## src/rtl/assert_macros.svh

```systemverilog
// Assertion helpers shared by the RTL
`ifndef ASSERT_MACROS_SVH
`define ASSERT_MACROS_SVH

// Same-cycle implication
`define ASSERT_IMPL(lbl, clk, rst, ante, cons) \
   lbl: assert property (@(posedge clk) disable iff (rst) (ante) |-> (cons)) \
      else $error("assertion failed");

// Next-cycle implication
`define ASSERT_NEXT(lbl, clk, rst, ante, cons) \
   lbl: assert property (@(posedge clk) disable iff (rst) (ante) |=> (cons)) \
      else $error("assertion failed");

`endif

```

## src/rtl/mapu_pkg.sv

```systemverilog
`default_nettype none
package mapu_pkg;

   localparam int MOD_W       = 31;
   localparam int RAW_W       = 64;
   localparam int EXP_W       = 63;
   localparam int CMD_W       = 3;
   localparam int EXP_BITS_DEF = 63;
   localparam logic [MOD_W-1:0] MOD_RESET = 31'd998244353;

   typedef enum logic [CMD_W-1:0] {
      CMD_ADD    = 3'd0,
      CMD_SUB    = 3'd1,
      CMD_MUL    = 3'd2,
      CMD_DIV    = 3'd3,
      CMD_POW    = 3'd4,
      CMD_INV    = 3'd5,
      CMD_NEG    = 3'd6,
      CMD_REDUCE = 3'd7
   } cmd_type;

   typedef enum logic [2:0] {
      ST_IDLE,
      ST_RED_A,
      ST_RED_B,
      ST_RAW,
      ST_PMUL,
      ST_PSQR,
      ST_FMUL,
      ST_OUT
   } state_type;

   // status of a serial unit
   typedef struct packed {
      logic busy;
      logic done;
   } unit_stat_type;

endpackage
`default_nettype wire

```

## src/rtl/mapu_modmul.sv

```systemverilog
`default_nettype none
// Bit-serial interleaved modular multiplier: one bit of y per cycle, MSB first
module mapu_modmul #(
   parameter int W = mapu_pkg::MOD_W
) (
   input  wire logic                  clock,
   input  wire logic                  reset,
   input  wire logic                  start,
   input  wire logic [W-1:0]          x,
   input  wire logic [W-1:0]          y,
   input  wire logic [W-1:0]          m,
   output mapu_pkg::unit_stat_type    stat,
   output logic [W-1:0]               p
);
   localparam int CW = (W > 1) ? $clog2(W) : 1;

   logic          busy_ff, busy_in;
   logic          done_ff, done_in;
   logic [CW-1:0] cnt_ff, cnt_in;
   logic [W-1:0]  x_ff, x_in;
   logic [W-1:0]  y_ff, y_in;
   logic [W-1:0]  acc_ff, acc_in;

   logic [W:0] dbl, dred, sum, sred;

   // one step: acc = 2*acc + bit*x, each folded once
   always_comb begin
      dbl  = {acc_ff, 1'b0};
      dred = (dbl >= {1'b0, m}) ? dbl - {1'b0, m} : dbl;
      sum  = dred + (y_ff[W-1] ? {1'b0, x_ff} : {(W+1){1'b0}});
      sred = (sum >= {1'b0, m}) ? sum - {1'b0, m} : sum;
   end

   always_comb begin
      busy_in = busy_ff;
      done_in = 1'b0;
      cnt_in  = cnt_ff;
      x_in    = x_ff;
      y_in    = y_ff;
      acc_in  = acc_ff;
      if (start && !busy_ff) begin
         busy_in = 1'b1;
         cnt_in  = '0;
         x_in    = x;
         y_in    = y;
         acc_in  = '0;
      end else if (busy_ff) begin
         acc_in = sred[W-1:0];
         y_in   = {y_ff[W-2:0], 1'b0};
         cnt_in = cnt_ff + 1'b1;
         if (cnt_ff == CW'(W-1)) begin
            busy_in = 1'b0;
            done_in = 1'b1;
         end
      end
   end

   always_ff @(posedge clock) begin
      if (reset) begin
         busy_ff <= 1'b0;
         done_ff <= 1'b0;
         cnt_ff  <= '0;
      end else begin
         busy_ff <= busy_in;
         done_ff <= done_in;
         cnt_ff  <= cnt_in;
      end
      x_ff   <= x_in;
      y_ff   <= y_in;
      acc_ff <= acc_in;
   end

   assign stat.busy = busy_ff;
   assign stat.done = done_ff;
   assign p         = acc_ff;
endmodule
`default_nettype wire

```

## src/rtl/mapu_modred.sv

```systemverilog
`default_nettype none
// Bit-serial restoring remainder: one dividend bit per cycle, MSB first
module mapu_modred #(
   parameter int N = mapu_pkg::RAW_W,
   parameter int W = mapu_pkg::MOD_W
) (
   input  wire logic                  clock,
   input  wire logic                  reset,
   input  wire logic                  start,
   input  wire logic [N-1:0]          din,
   input  wire logic [W-1:0]          m,
   output mapu_pkg::unit_stat_type    stat,
   output logic [W-1:0]               rem
);
   localparam int CW = (N > 1) ? $clog2(N) : 1;

   logic          busy_ff, busy_in;
   logic          done_ff, done_in;
   logic [CW-1:0] cnt_ff, cnt_in;
   logic [N-1:0]  v_ff, v_in;
   logic [W-1:0]  rem_ff, rem_in;
   logic [W:0]    t, tr;

   always_comb begin
      t  = {rem_ff, v_ff[N-1]};
      tr = (t >= {1'b0, m}) ? t - {1'b0, m} : t;
   end

   always_comb begin
      busy_in = busy_ff;
      done_in = 1'b0;
      cnt_in  = cnt_ff;
      v_in    = v_ff;
      rem_in  = rem_ff;
      if (start && !busy_ff) begin
         busy_in = 1'b1;
         cnt_in  = '0;
         v_in    = din;
         rem_in  = '0;
      end else if (busy_ff) begin
         rem_in = tr[W-1:0];
         v_in   = {v_ff[N-2:0], 1'b0};
         cnt_in = cnt_ff + 1'b1;
         if (cnt_ff == CW'(N-1)) begin
            busy_in = 1'b0;
            done_in = 1'b1;
         end
      end
   end

   always_ff @(posedge clock) begin
      if (reset) begin
         busy_ff <= 1'b0;
         done_ff <= 1'b0;
         cnt_ff  <= '0;
      end else begin
         busy_ff <= busy_in;
         done_ff <= done_in;
         cnt_ff  <= cnt_in;
      end
      v_ff   <= v_in;
      rem_ff <= rem_in;
   end

   assign stat.busy = busy_ff;
   assign stat.done = done_ff;
   assign rem       = rem_ff;
endmodule
`default_nettype wire

```

## src/rtl/modular_arith_pow_unit.sv

```systemverilog
`default_nettype none
// Channel  | Ports                                       | Beat
// req      | req_valid, req_stall, req_cmd .. req_raw_*  | one command
// rsp      | rsp_valid, rsp_stall, rsp_result            | one residue
// csr      | csr_psel .. csr_prdata, csr_pready          | modulus write/read
// One command at a time; req_stall is high from acceptance until the result beat leaves.
// Add, sub, negate, inverse of zero, divide by zero: two 64-step reductions.
// Mul: both reductions and a multiply; reduce: one reduction; modulus below two: straight out.
// Pow, inverse: both reductions, then per EXP_BITS bit a square, plus a multiply if set.
// Divide adds a final multiply; rsp_stall holds the result beat until it is taken.
// Synchronous reset restores the modulus to 998244353 and returns to idle.
`include "assert_macros.svh"
module modular_arith_pow_unit #(
   parameter int EXP_BITS = mapu_pkg::EXP_BITS_DEF
) (
   input  wire logic                         clock,
   input  wire logic                         reset,
   input  wire logic                         req_valid,
   output logic                              req_stall,
   input  wire logic [mapu_pkg::CMD_W-1:0]   req_cmd,
   input  wire logic [mapu_pkg::MOD_W-1:0]   req_operand_a,
   input  wire logic [mapu_pkg::MOD_W-1:0]   req_operand_b,
   input  wire logic [mapu_pkg::EXP_W-1:0]   req_exponent,
   input  wire logic signed [mapu_pkg::RAW_W-1:0] req_raw_value,
   output logic                              rsp_valid,
   input  wire logic                         rsp_stall,
   output logic [mapu_pkg::MOD_W-1:0]        rsp_result,
   input  wire logic                         csr_psel,
   input  wire logic                         csr_penable,
   input  wire logic                         csr_pwrite,
   input  wire logic [2:0]                   csr_paddr,
   input  wire logic [31:0]                  csr_pwdata,
   output logic [31:0]                       csr_prdata,
   output logic                              csr_pready
);
   localparam int W  = mapu_pkg::MOD_W;
   localparam int N  = mapu_pkg::RAW_W;
   localparam int CW = (EXP_BITS > 1) ? $clog2(EXP_BITS) : 1;

   mapu_pkg::state_type state_ff, state_in;
   mapu_pkg::cmd_type   cmd_ff, cmd_in;
   logic [W-1:0]        mod_ff;
   logic [W-1:0]        a_ff, a_in, b_ff, b_in;
   logic [W-1:0]        acc_ff, acc_in, base_ff, base_in, res_ff, res_in;
   logic [EXP_BITS-1:0] exp_ff, exp_in;
   logic [CW-1:0]       cnt_ff, cnt_in;
   logic [N-1:0]        mag_ff, mag_in;
   logic                neg_ff, neg_in;

   logic                    req_acc, cfg_wr;
   mapu_pkg::unit_stat_type mul_stat, red_stat;
   logic                    mul_start, red_start;
   logic [W-1:0]            mul_x, mul_y, mul_p, red_rem;
   logic [N-1:0]            red_din;
   logic [W:0]              add_s, sub_s;
   logic [W-1:0]            m_minus2;

   assign req_acc = req_valid && !req_stall;

   // configuration port
   assign csr_pready = 1'b1;
   assign cfg_wr     = csr_psel && csr_penable && csr_pwrite && (csr_paddr == 3'd0);
   assign csr_prdata = (csr_paddr == 3'd0) ? {1'b0, mod_ff} : 32'd0;

   always_ff @(posedge clock) begin
      if (reset) begin
         mod_ff <= mapu_pkg::MOD_RESET;
      end else if (cfg_wr) begin
         mod_ff <= csr_pwdata[W-1:0];
      end
   end

   // serial units
   mapu_modmul #(.W(W)) u_mul (
      .clock(clock), .reset(reset), .start(mul_start),
      .x(mul_x), .y(mul_y), .m(mod_ff), .stat(mul_stat), .p(mul_p)
   );

   mapu_modred #(.N(N), .W(W)) u_red (
      .clock(clock), .reset(reset), .start(red_start),
      .din(red_din), .m(mod_ff), .stat(red_stat), .rem(red_rem)
   );

   // next state
   always_comb begin
      state_in = state_ff;
      unique case (state_ff)
         mapu_pkg::ST_IDLE: begin
            if (req_acc) begin
               if (mod_ff < W'(2))
                  state_in = mapu_pkg::ST_OUT;
               else if (mapu_pkg::cmd_type'(req_cmd) == mapu_pkg::CMD_REDUCE)
                  state_in = mapu_pkg::ST_RAW;
               else
                  state_in = mapu_pkg::ST_RED_A;
            end
         end
         mapu_pkg::ST_RED_A: if (red_stat.done) state_in = mapu_pkg::ST_RED_B;
         mapu_pkg::ST_RED_B: begin
            if (red_stat.done) begin
               unique case (cmd_ff)
                  mapu_pkg::CMD_MUL: state_in = mapu_pkg::ST_FMUL;
                  mapu_pkg::CMD_POW: state_in = mapu_pkg::ST_PMUL;
                  mapu_pkg::CMD_INV:
                     state_in = (a_ff == '0) ? mapu_pkg::ST_OUT : mapu_pkg::ST_PMUL;
                  mapu_pkg::CMD_DIV:
                     state_in = (red_rem == '0) ? mapu_pkg::ST_OUT : mapu_pkg::ST_PMUL;
                  default: state_in = mapu_pkg::ST_OUT;
               endcase
            end
         end
         mapu_pkg::ST_RAW:  if (red_stat.done) state_in = mapu_pkg::ST_OUT;
         mapu_pkg::ST_PMUL: if (!exp_ff[0] || mul_stat.done) state_in = mapu_pkg::ST_PSQR;
         mapu_pkg::ST_PSQR: begin
            if (mul_stat.done) begin
               if (cnt_ff != CW'(EXP_BITS-1))
                  state_in = mapu_pkg::ST_PMUL;
               else if (cmd_ff == mapu_pkg::CMD_DIV)
                  state_in = mapu_pkg::ST_FMUL;
               else
                  state_in = mapu_pkg::ST_OUT;
            end
         end
         mapu_pkg::ST_FMUL: if (mul_stat.done) state_in = mapu_pkg::ST_OUT;
         mapu_pkg::ST_OUT:  if (!rsp_stall) state_in = mapu_pkg::ST_IDLE;
         default: state_in = mapu_pkg::ST_IDLE;
      endcase
   end

   // outputs and unit control
   always_comb begin
      req_stall = 1'b1;
      rsp_valid = 1'b0;
      mul_start = 1'b0;
      red_start = 1'b0;
      mul_x     = base_ff;
      mul_y     = acc_ff;
      red_din   = N'(a_ff);
      unique case (state_ff)
         mapu_pkg::ST_IDLE: req_stall = 1'b0;
         mapu_pkg::ST_RED_A: red_start = !red_stat.busy && !red_stat.done;
         mapu_pkg::ST_RED_B: begin
            red_din   = N'(b_ff);
            red_start = !red_stat.busy && !red_stat.done;
         end
         mapu_pkg::ST_RAW: begin
            red_din   = mag_ff;
            red_start = !red_stat.busy && !red_stat.done;
         end
         mapu_pkg::ST_PMUL: mul_start = exp_ff[0] && !mul_stat.busy && !mul_stat.done;
         mapu_pkg::ST_PSQR: begin
            mul_y     = base_ff;
            mul_start = !mul_stat.busy && !mul_stat.done;
         end
         mapu_pkg::ST_FMUL: begin
            mul_x     = a_ff;
            mul_start = !mul_stat.busy && !mul_stat.done;
         end
         mapu_pkg::ST_OUT: rsp_valid = 1'b1;
         default: ;
      endcase
   end

   // short ops on reduced operands (b taken straight from the reducer)
   assign add_s    = {1'b0, a_ff} + {1'b0, red_rem};
   assign sub_s    = {1'b0, a_ff} + {1'b0, mod_ff} - {1'b0, red_rem};
   assign m_minus2 = mod_ff - W'(2);

   // datapath next values
   always_comb begin
      cmd_in  = cmd_ff;
      a_in    = a_ff;
      b_in    = b_ff;
      acc_in  = acc_ff;
      base_in = base_ff;
      res_in  = res_ff;
      exp_in  = exp_ff;
      cnt_in  = cnt_ff;
      mag_in  = mag_ff;
      neg_in  = neg_ff;
      unique case (state_ff)
         mapu_pkg::ST_IDLE: begin
            if (req_acc) begin
               cmd_in = mapu_pkg::cmd_type'(req_cmd);
               a_in   = req_operand_a;
               b_in   = req_operand_b;
               exp_in = req_exponent[EXP_BITS-1:0];
               neg_in = req_raw_value[N-1];
               mag_in = req_raw_value[N-1] ? (~req_raw_value) + 1'b1 : req_raw_value;
               res_in = '0;
               cnt_in = '0;
            end
         end
         mapu_pkg::ST_RED_A: if (red_stat.done) a_in = red_rem;
         mapu_pkg::ST_RED_B: begin
            if (red_stat.done) begin
               b_in    = red_rem;
               acc_in  = W'(1);
               base_in = a_ff;
               case (cmd_ff)
                  mapu_pkg::CMD_ADD:
                     res_in = (add_s >= {1'b0, mod_ff}) ? W'(add_s - {1'b0, mod_ff})
                                                         : add_s[W-1:0];
                  mapu_pkg::CMD_SUB:
                     res_in = (a_ff >= red_rem) ? a_ff - red_rem : sub_s[W-1:0];
                  mapu_pkg::CMD_NEG:
                     res_in = (a_ff == '0) ? '0 : mod_ff - a_ff;
                  mapu_pkg::CMD_MUL: acc_in = red_rem;
                  mapu_pkg::CMD_INV: exp_in = EXP_BITS'({32'd0, m_minus2});
                  mapu_pkg::CMD_DIV: begin
                     base_in = red_rem;
                     exp_in  = EXP_BITS'({32'd0, m_minus2});
                  end
                  default: ;
               endcase
            end
         end
         mapu_pkg::ST_RAW: begin
            if (red_stat.done)
               res_in = (neg_ff && red_rem != '0) ? mod_ff - red_rem : red_rem;
         end
         mapu_pkg::ST_PMUL: if (mul_stat.done) acc_in = mul_p;
         mapu_pkg::ST_PSQR: begin
            if (mul_stat.done) begin
               base_in = mul_p;
               exp_in  = exp_ff >> 1;
               cnt_in  = cnt_ff + 1'b1;
               res_in  = acc_ff;
            end
         end
         mapu_pkg::ST_FMUL: if (mul_stat.done) res_in = mul_p;
         default: ;
      endcase
   end

   always_ff @(posedge clock) begin
      if (reset) begin
         state_ff <= mapu_pkg::ST_IDLE;
         cnt_ff   <= '0;
      end else begin
         state_ff <= state_in;
         cnt_ff   <= cnt_in;
      end
      cmd_ff  <= cmd_in;
      a_ff    <= a_in;
      b_ff    <= b_in;
      acc_ff  <= acc_in;
      base_ff <= base_in;
      res_ff  <= res_in;
      exp_ff  <= exp_in;
      mag_ff  <= mag_in;
      neg_ff  <= neg_in;
   end

   assign rsp_result = res_ff;

   // checks
   `ASSERT_IMPL(a_units_excl, clock, reset, 1'b1, !(mul_stat.busy && red_stat.busy))
   `ASSERT_NEXT(a_acc_busy, clock, reset, req_acc, req_stall)
   `ASSERT_IMPL(a_res_range, clock, reset, rsp_valid, (res_ff < mod_ff) || (mod_ff < W'(2)))
   `ASSERT_IMPL(a_mul_owner, clock, reset, mul_stat.busy,
                state_ff == mapu_pkg::ST_PMUL || state_ff == mapu_pkg::ST_PSQR ||
                state_ff == mapu_pkg::ST_FMUL)
endmodule
`default_nettype wire
```

## config.mk

```make
export PLATFORM = sky130hd
export DESIGN_NAME = modular_arith_pow_unit
export DESIGN_NICKNAME = d
export VERILOG_FILES = /design/src/rtl/mapu_pkg.sv /design/src/rtl/mapu_modmul.sv /design/src/rtl/mapu_modred.sv /design/src/rtl/modular_arith_pow_unit.sv
export VERILOG_INCLUDE_DIRS = /design/src /design/src/rtl
export SDC_FILE = /design/constraint.sdc
export NUM_CORES = 2
export LEC_CHECK = 0
export BUFFER_PORTS_ARGS = -buffer_cell sky130_fd_sc_hd__buf_2
export CAP_MARGIN = 20
export CORE_MARGIN = 3
export CORE_UTILIZATION = 30
export DETAILED_ROUTE_END_ITERATION = 7
export RECOVER_POWER = 25
export SYNTH_ARGS = -nofsm -noshare
export SYNTH_HDL_FRONTEND = slang
export SYNTH_SLANG_ARGS = --single-unit
```

## constraint.sdc

```tcl
create_clock -name clock -period 13.53 [get_ports clock]
set_input_delay 2.706 -clock clock [delete_from_list [all_inputs] [get_ports clock]]
set_output_delay 2.706 -clock clock [all_outputs]
set_load 0.02 [all_outputs]
```

==> results_dict.tcl <==
set metrics [dict create \
    postCtsSetupBuffers 0 \
    clockBufferDepth 3 \
    syn_inst 4808 \
    setup_tns_ns 0 \
    yosysWarnings 0 \
    post-place-ws_ns 3.29 \
    avgSynthCellArea_um2 8.85 \
    cts_sinks 529 \
    finalMaxSlewViolations 669 \
    yosysTopAreaCellShare 0.291 \
    r2r_slack_ns 3.19 \
    grt_pass1_vias 37061 \
    synth_edf_count 412 \
    synth_async_sr_flop_share 0 \
    violations "capacitance limit, slew limit" \
    hold_viol 0 \
    slowest_delay_ns 0.85 \
    ys_top_cells_by_count "473 x nand2_1, 412 x edfxtp_1, 368 x a21oi_1" \
    vias 38433 \
    grt_usage 0.209 \
    first_iter_violations 3669 \
    ys_seq_area_frac 0.346 \
    setup_ws_ns 3.19 \
    finClkSkew_ns 0.0324 \
    min_to "u_red.done_ff" \
    fin_cells 6968 \
    ys_types 98 \
    ys.flop_type "edfxtp_1" \
    syn_nets 5395 \
    hpwlAfterDp_um 126000 \
    detail-route-antenna-nets 0 \
    start_util 0.303 \
    rsz0062_at_grt "no" \
    leakage_nw 19.2 \
    min_period_ns 10.34 \
    netlist_area_um2 42500 \
    dieArea_um2 146000 \
    min_path_type "flop to flop" \
    cts_resized 0 \
    cts_tree "built" \
    io_buffers 296 \
    power_density_nw_per_um2 254 \
    crit_path_end_kind "flop" \
    synth.largest_area_cell "edfxtp_1" \
    routed_wl_um 158000 \
    clockRootBuffer "clkbuf_16" \
    io_pins 300 \
    maxCapViolCount 12 \
    h-tree-depth 3 \
    fin_util 0.345 \
    antenna_found_initial 20 \
    die_h_um 383 \
    max_freq_mhz 96.7 \
    path_max_fanout 47 \
    final_nets 5611 \
    netlist_top_cells_area "edfxtp_1 29%, ha_1 9.2%, dfxtp_1 5.5%" \
    routabilityCongestion 0.941 \
    place_inst 6831 \
    cts_hold_buf 0 \
    clk_pin_slew_worst_paths_ns 0.06 \
    criticalPathCategory "flop to flop" \
    hp-start "u_red.cnt_ff[4]" \
    cts-buffers-inserted 67 \
    clk-insertion-delay-late_ns 0.68 \
    yosysMostFrequentCell "nand2_1" \
    timing.final.crit_share 0.764 \
    cp_slowest_cell "dfxtp_1" \
    tightest_slew_ns 5.91 \
    ir_drop_v 0.000150 \
    grt_pass1_wl_um 232000 \
    cp.arrival_ns 10.90 \
    grt_max_degree 125 \
    cp-start-kind "flop" \
    viasPerCell 5.52 \
    cp.required_ns 14.08 \
    core_area_um2 140000 \
    final_area_um2 48400 \
    area_delta_synth_final_pct 13.8 \
    die_width_um 383 \
    gr-total-overflow 0 \
    reg2reg_depth 34 \
    drc 0 \
    r2r_end "u_mul.p[27]" \
    outcome "finished, violations left" \
    rows 137 \
    relSlewSlack -2.94 \
    setup-violations-final 0 \
    r2r-start "mod_ff[1]" \
    placed_area_um2 46300 \
    dr.pass1.iters 5 \
    drive_gt1_frac 0.115 \
    wire_per_inst_um 22.7 \
    ys_ff_latch 529 \
    min_path_cells 2 \
]
-- power breakdown --
part	switching [W]	internal [W]
Sequential	0.000360	0.00243
Combinational	0.00474	0.00299
Clock	0.000745	0.00104
Total	0.00584	0.00645
-- cell usage in the layout, fill, tap and decap left out, types with 48 or more instances in the layout --
master,count
nand2_1,472
edfxtp_1,412
a21oi_1,367
nor2_1,352
o21ai_0,347
ha_1,314
buf_2,292
inv_1,276
xnor2_1,257
a21o_1,124
dfxtp_1,116
a22o_1,104
xor2_1,100
nor3_1,99
and2_1,93
buf_4,72
a31oi_1,71
clkbuf_16,70
nand3_1,57
nand4_1,53
o211ai_1,52
o31ai_1,48
-- metrics by stage --
step,total power [W],hold WS (ns)
after detailed placement,0.0104,0.456
after global placement,0.0102,0.455
final,0.0123,0.471
after CTS,0.0122,0.461
after global routing,0.0132,0.498
after floorplan,0.00828,0.439
-- critical path, delay by kind of cell, from the launching register on --
kind	cells	cell delay (ns)
and+or+nand+nor	9	1.24
buffers and inverters	4	1.29
adders and majority gates	3	1.37
DFF	1	0.85
xor gates and xnor gates	1	0.25
muxes	1	0.31
AOI/OAI and AO/OA	16	4.79
-- per-layer routing --
layer | wire, um | GRT usage | share of wire
met1 | 69600 | 0.279 | 0.44
met2 | 73400 | 0.349 | 0.46
met3 | 10300 | 0.0312 | 0.065
met4 | 4590 | 0.0621 | 0.029
met5 | 80 | 0 | 0.00051
-- registers in the layout, indices dropped and copies added, names as in the netlist, 31 cells and up --
name	flops
exp_ff	63
acc_ff	31
base_ff	31
b_ff	31
mag_ff	64
u_mul.x_ff	31
rsp_result	31
u_mul.y_ff	31
mod_ff	31
u_red.v_ff	64
u_mul.p	31
u_red.rem	31
a_ff	31
-- worst max path at each step --
stage,from,to,slack [ns],cells after the start
final,mod_ff[1],u_mul.p[27],3.19,34
after CTS,mod_ff[1],u_mul.p[27],3.24,34
after global routing,mod_ff[1],u_mul.p[27],2.46,34
after detailed placement,mod_ff[1],u_mul.p[25],3.29,35
after global placement,mod_ff[1],u_mul.p[22],2.94,34
after floorplan,req_valid,exp_ff[0],5.35,4
-- area by class of cell --
type	instances	area, um2
clock inverter	33	290
clock buffer	90	1880
timing repair buffer	384	2100
sequential	529	14700
multi-input combinational	3763	26000
antenna	14	35.0
inverter	279	1050
tap	1876	2350
fill	14584	91800
-- logic make-up (layout without fill, tap and decap cells) --
| logic type | after synthesis | count (layout) | share of synthesized area |
|---|---|---|---|
| XOR/XNOR | 359 | 359 | 0.0741 |
| flip-flops | 529 | 529 | 0.346 |
| AND/OR/NAND/NOR | 1386 | 1386 | 0.154 |
| adder cells (fa/ha/maj) | 353 | 353 | 0.111 |
| multiplexers | 91 | 91 | 0.0228 |
| buffers and inverters | 516 | 786 | 0.0465 |
| other | 2 | 16 | 0.000177 |
| AO/OA/AOI/OAI | 1572 | 1572 | 0.246 |
No activity file was read; power rests on OpenSTA's default activity.
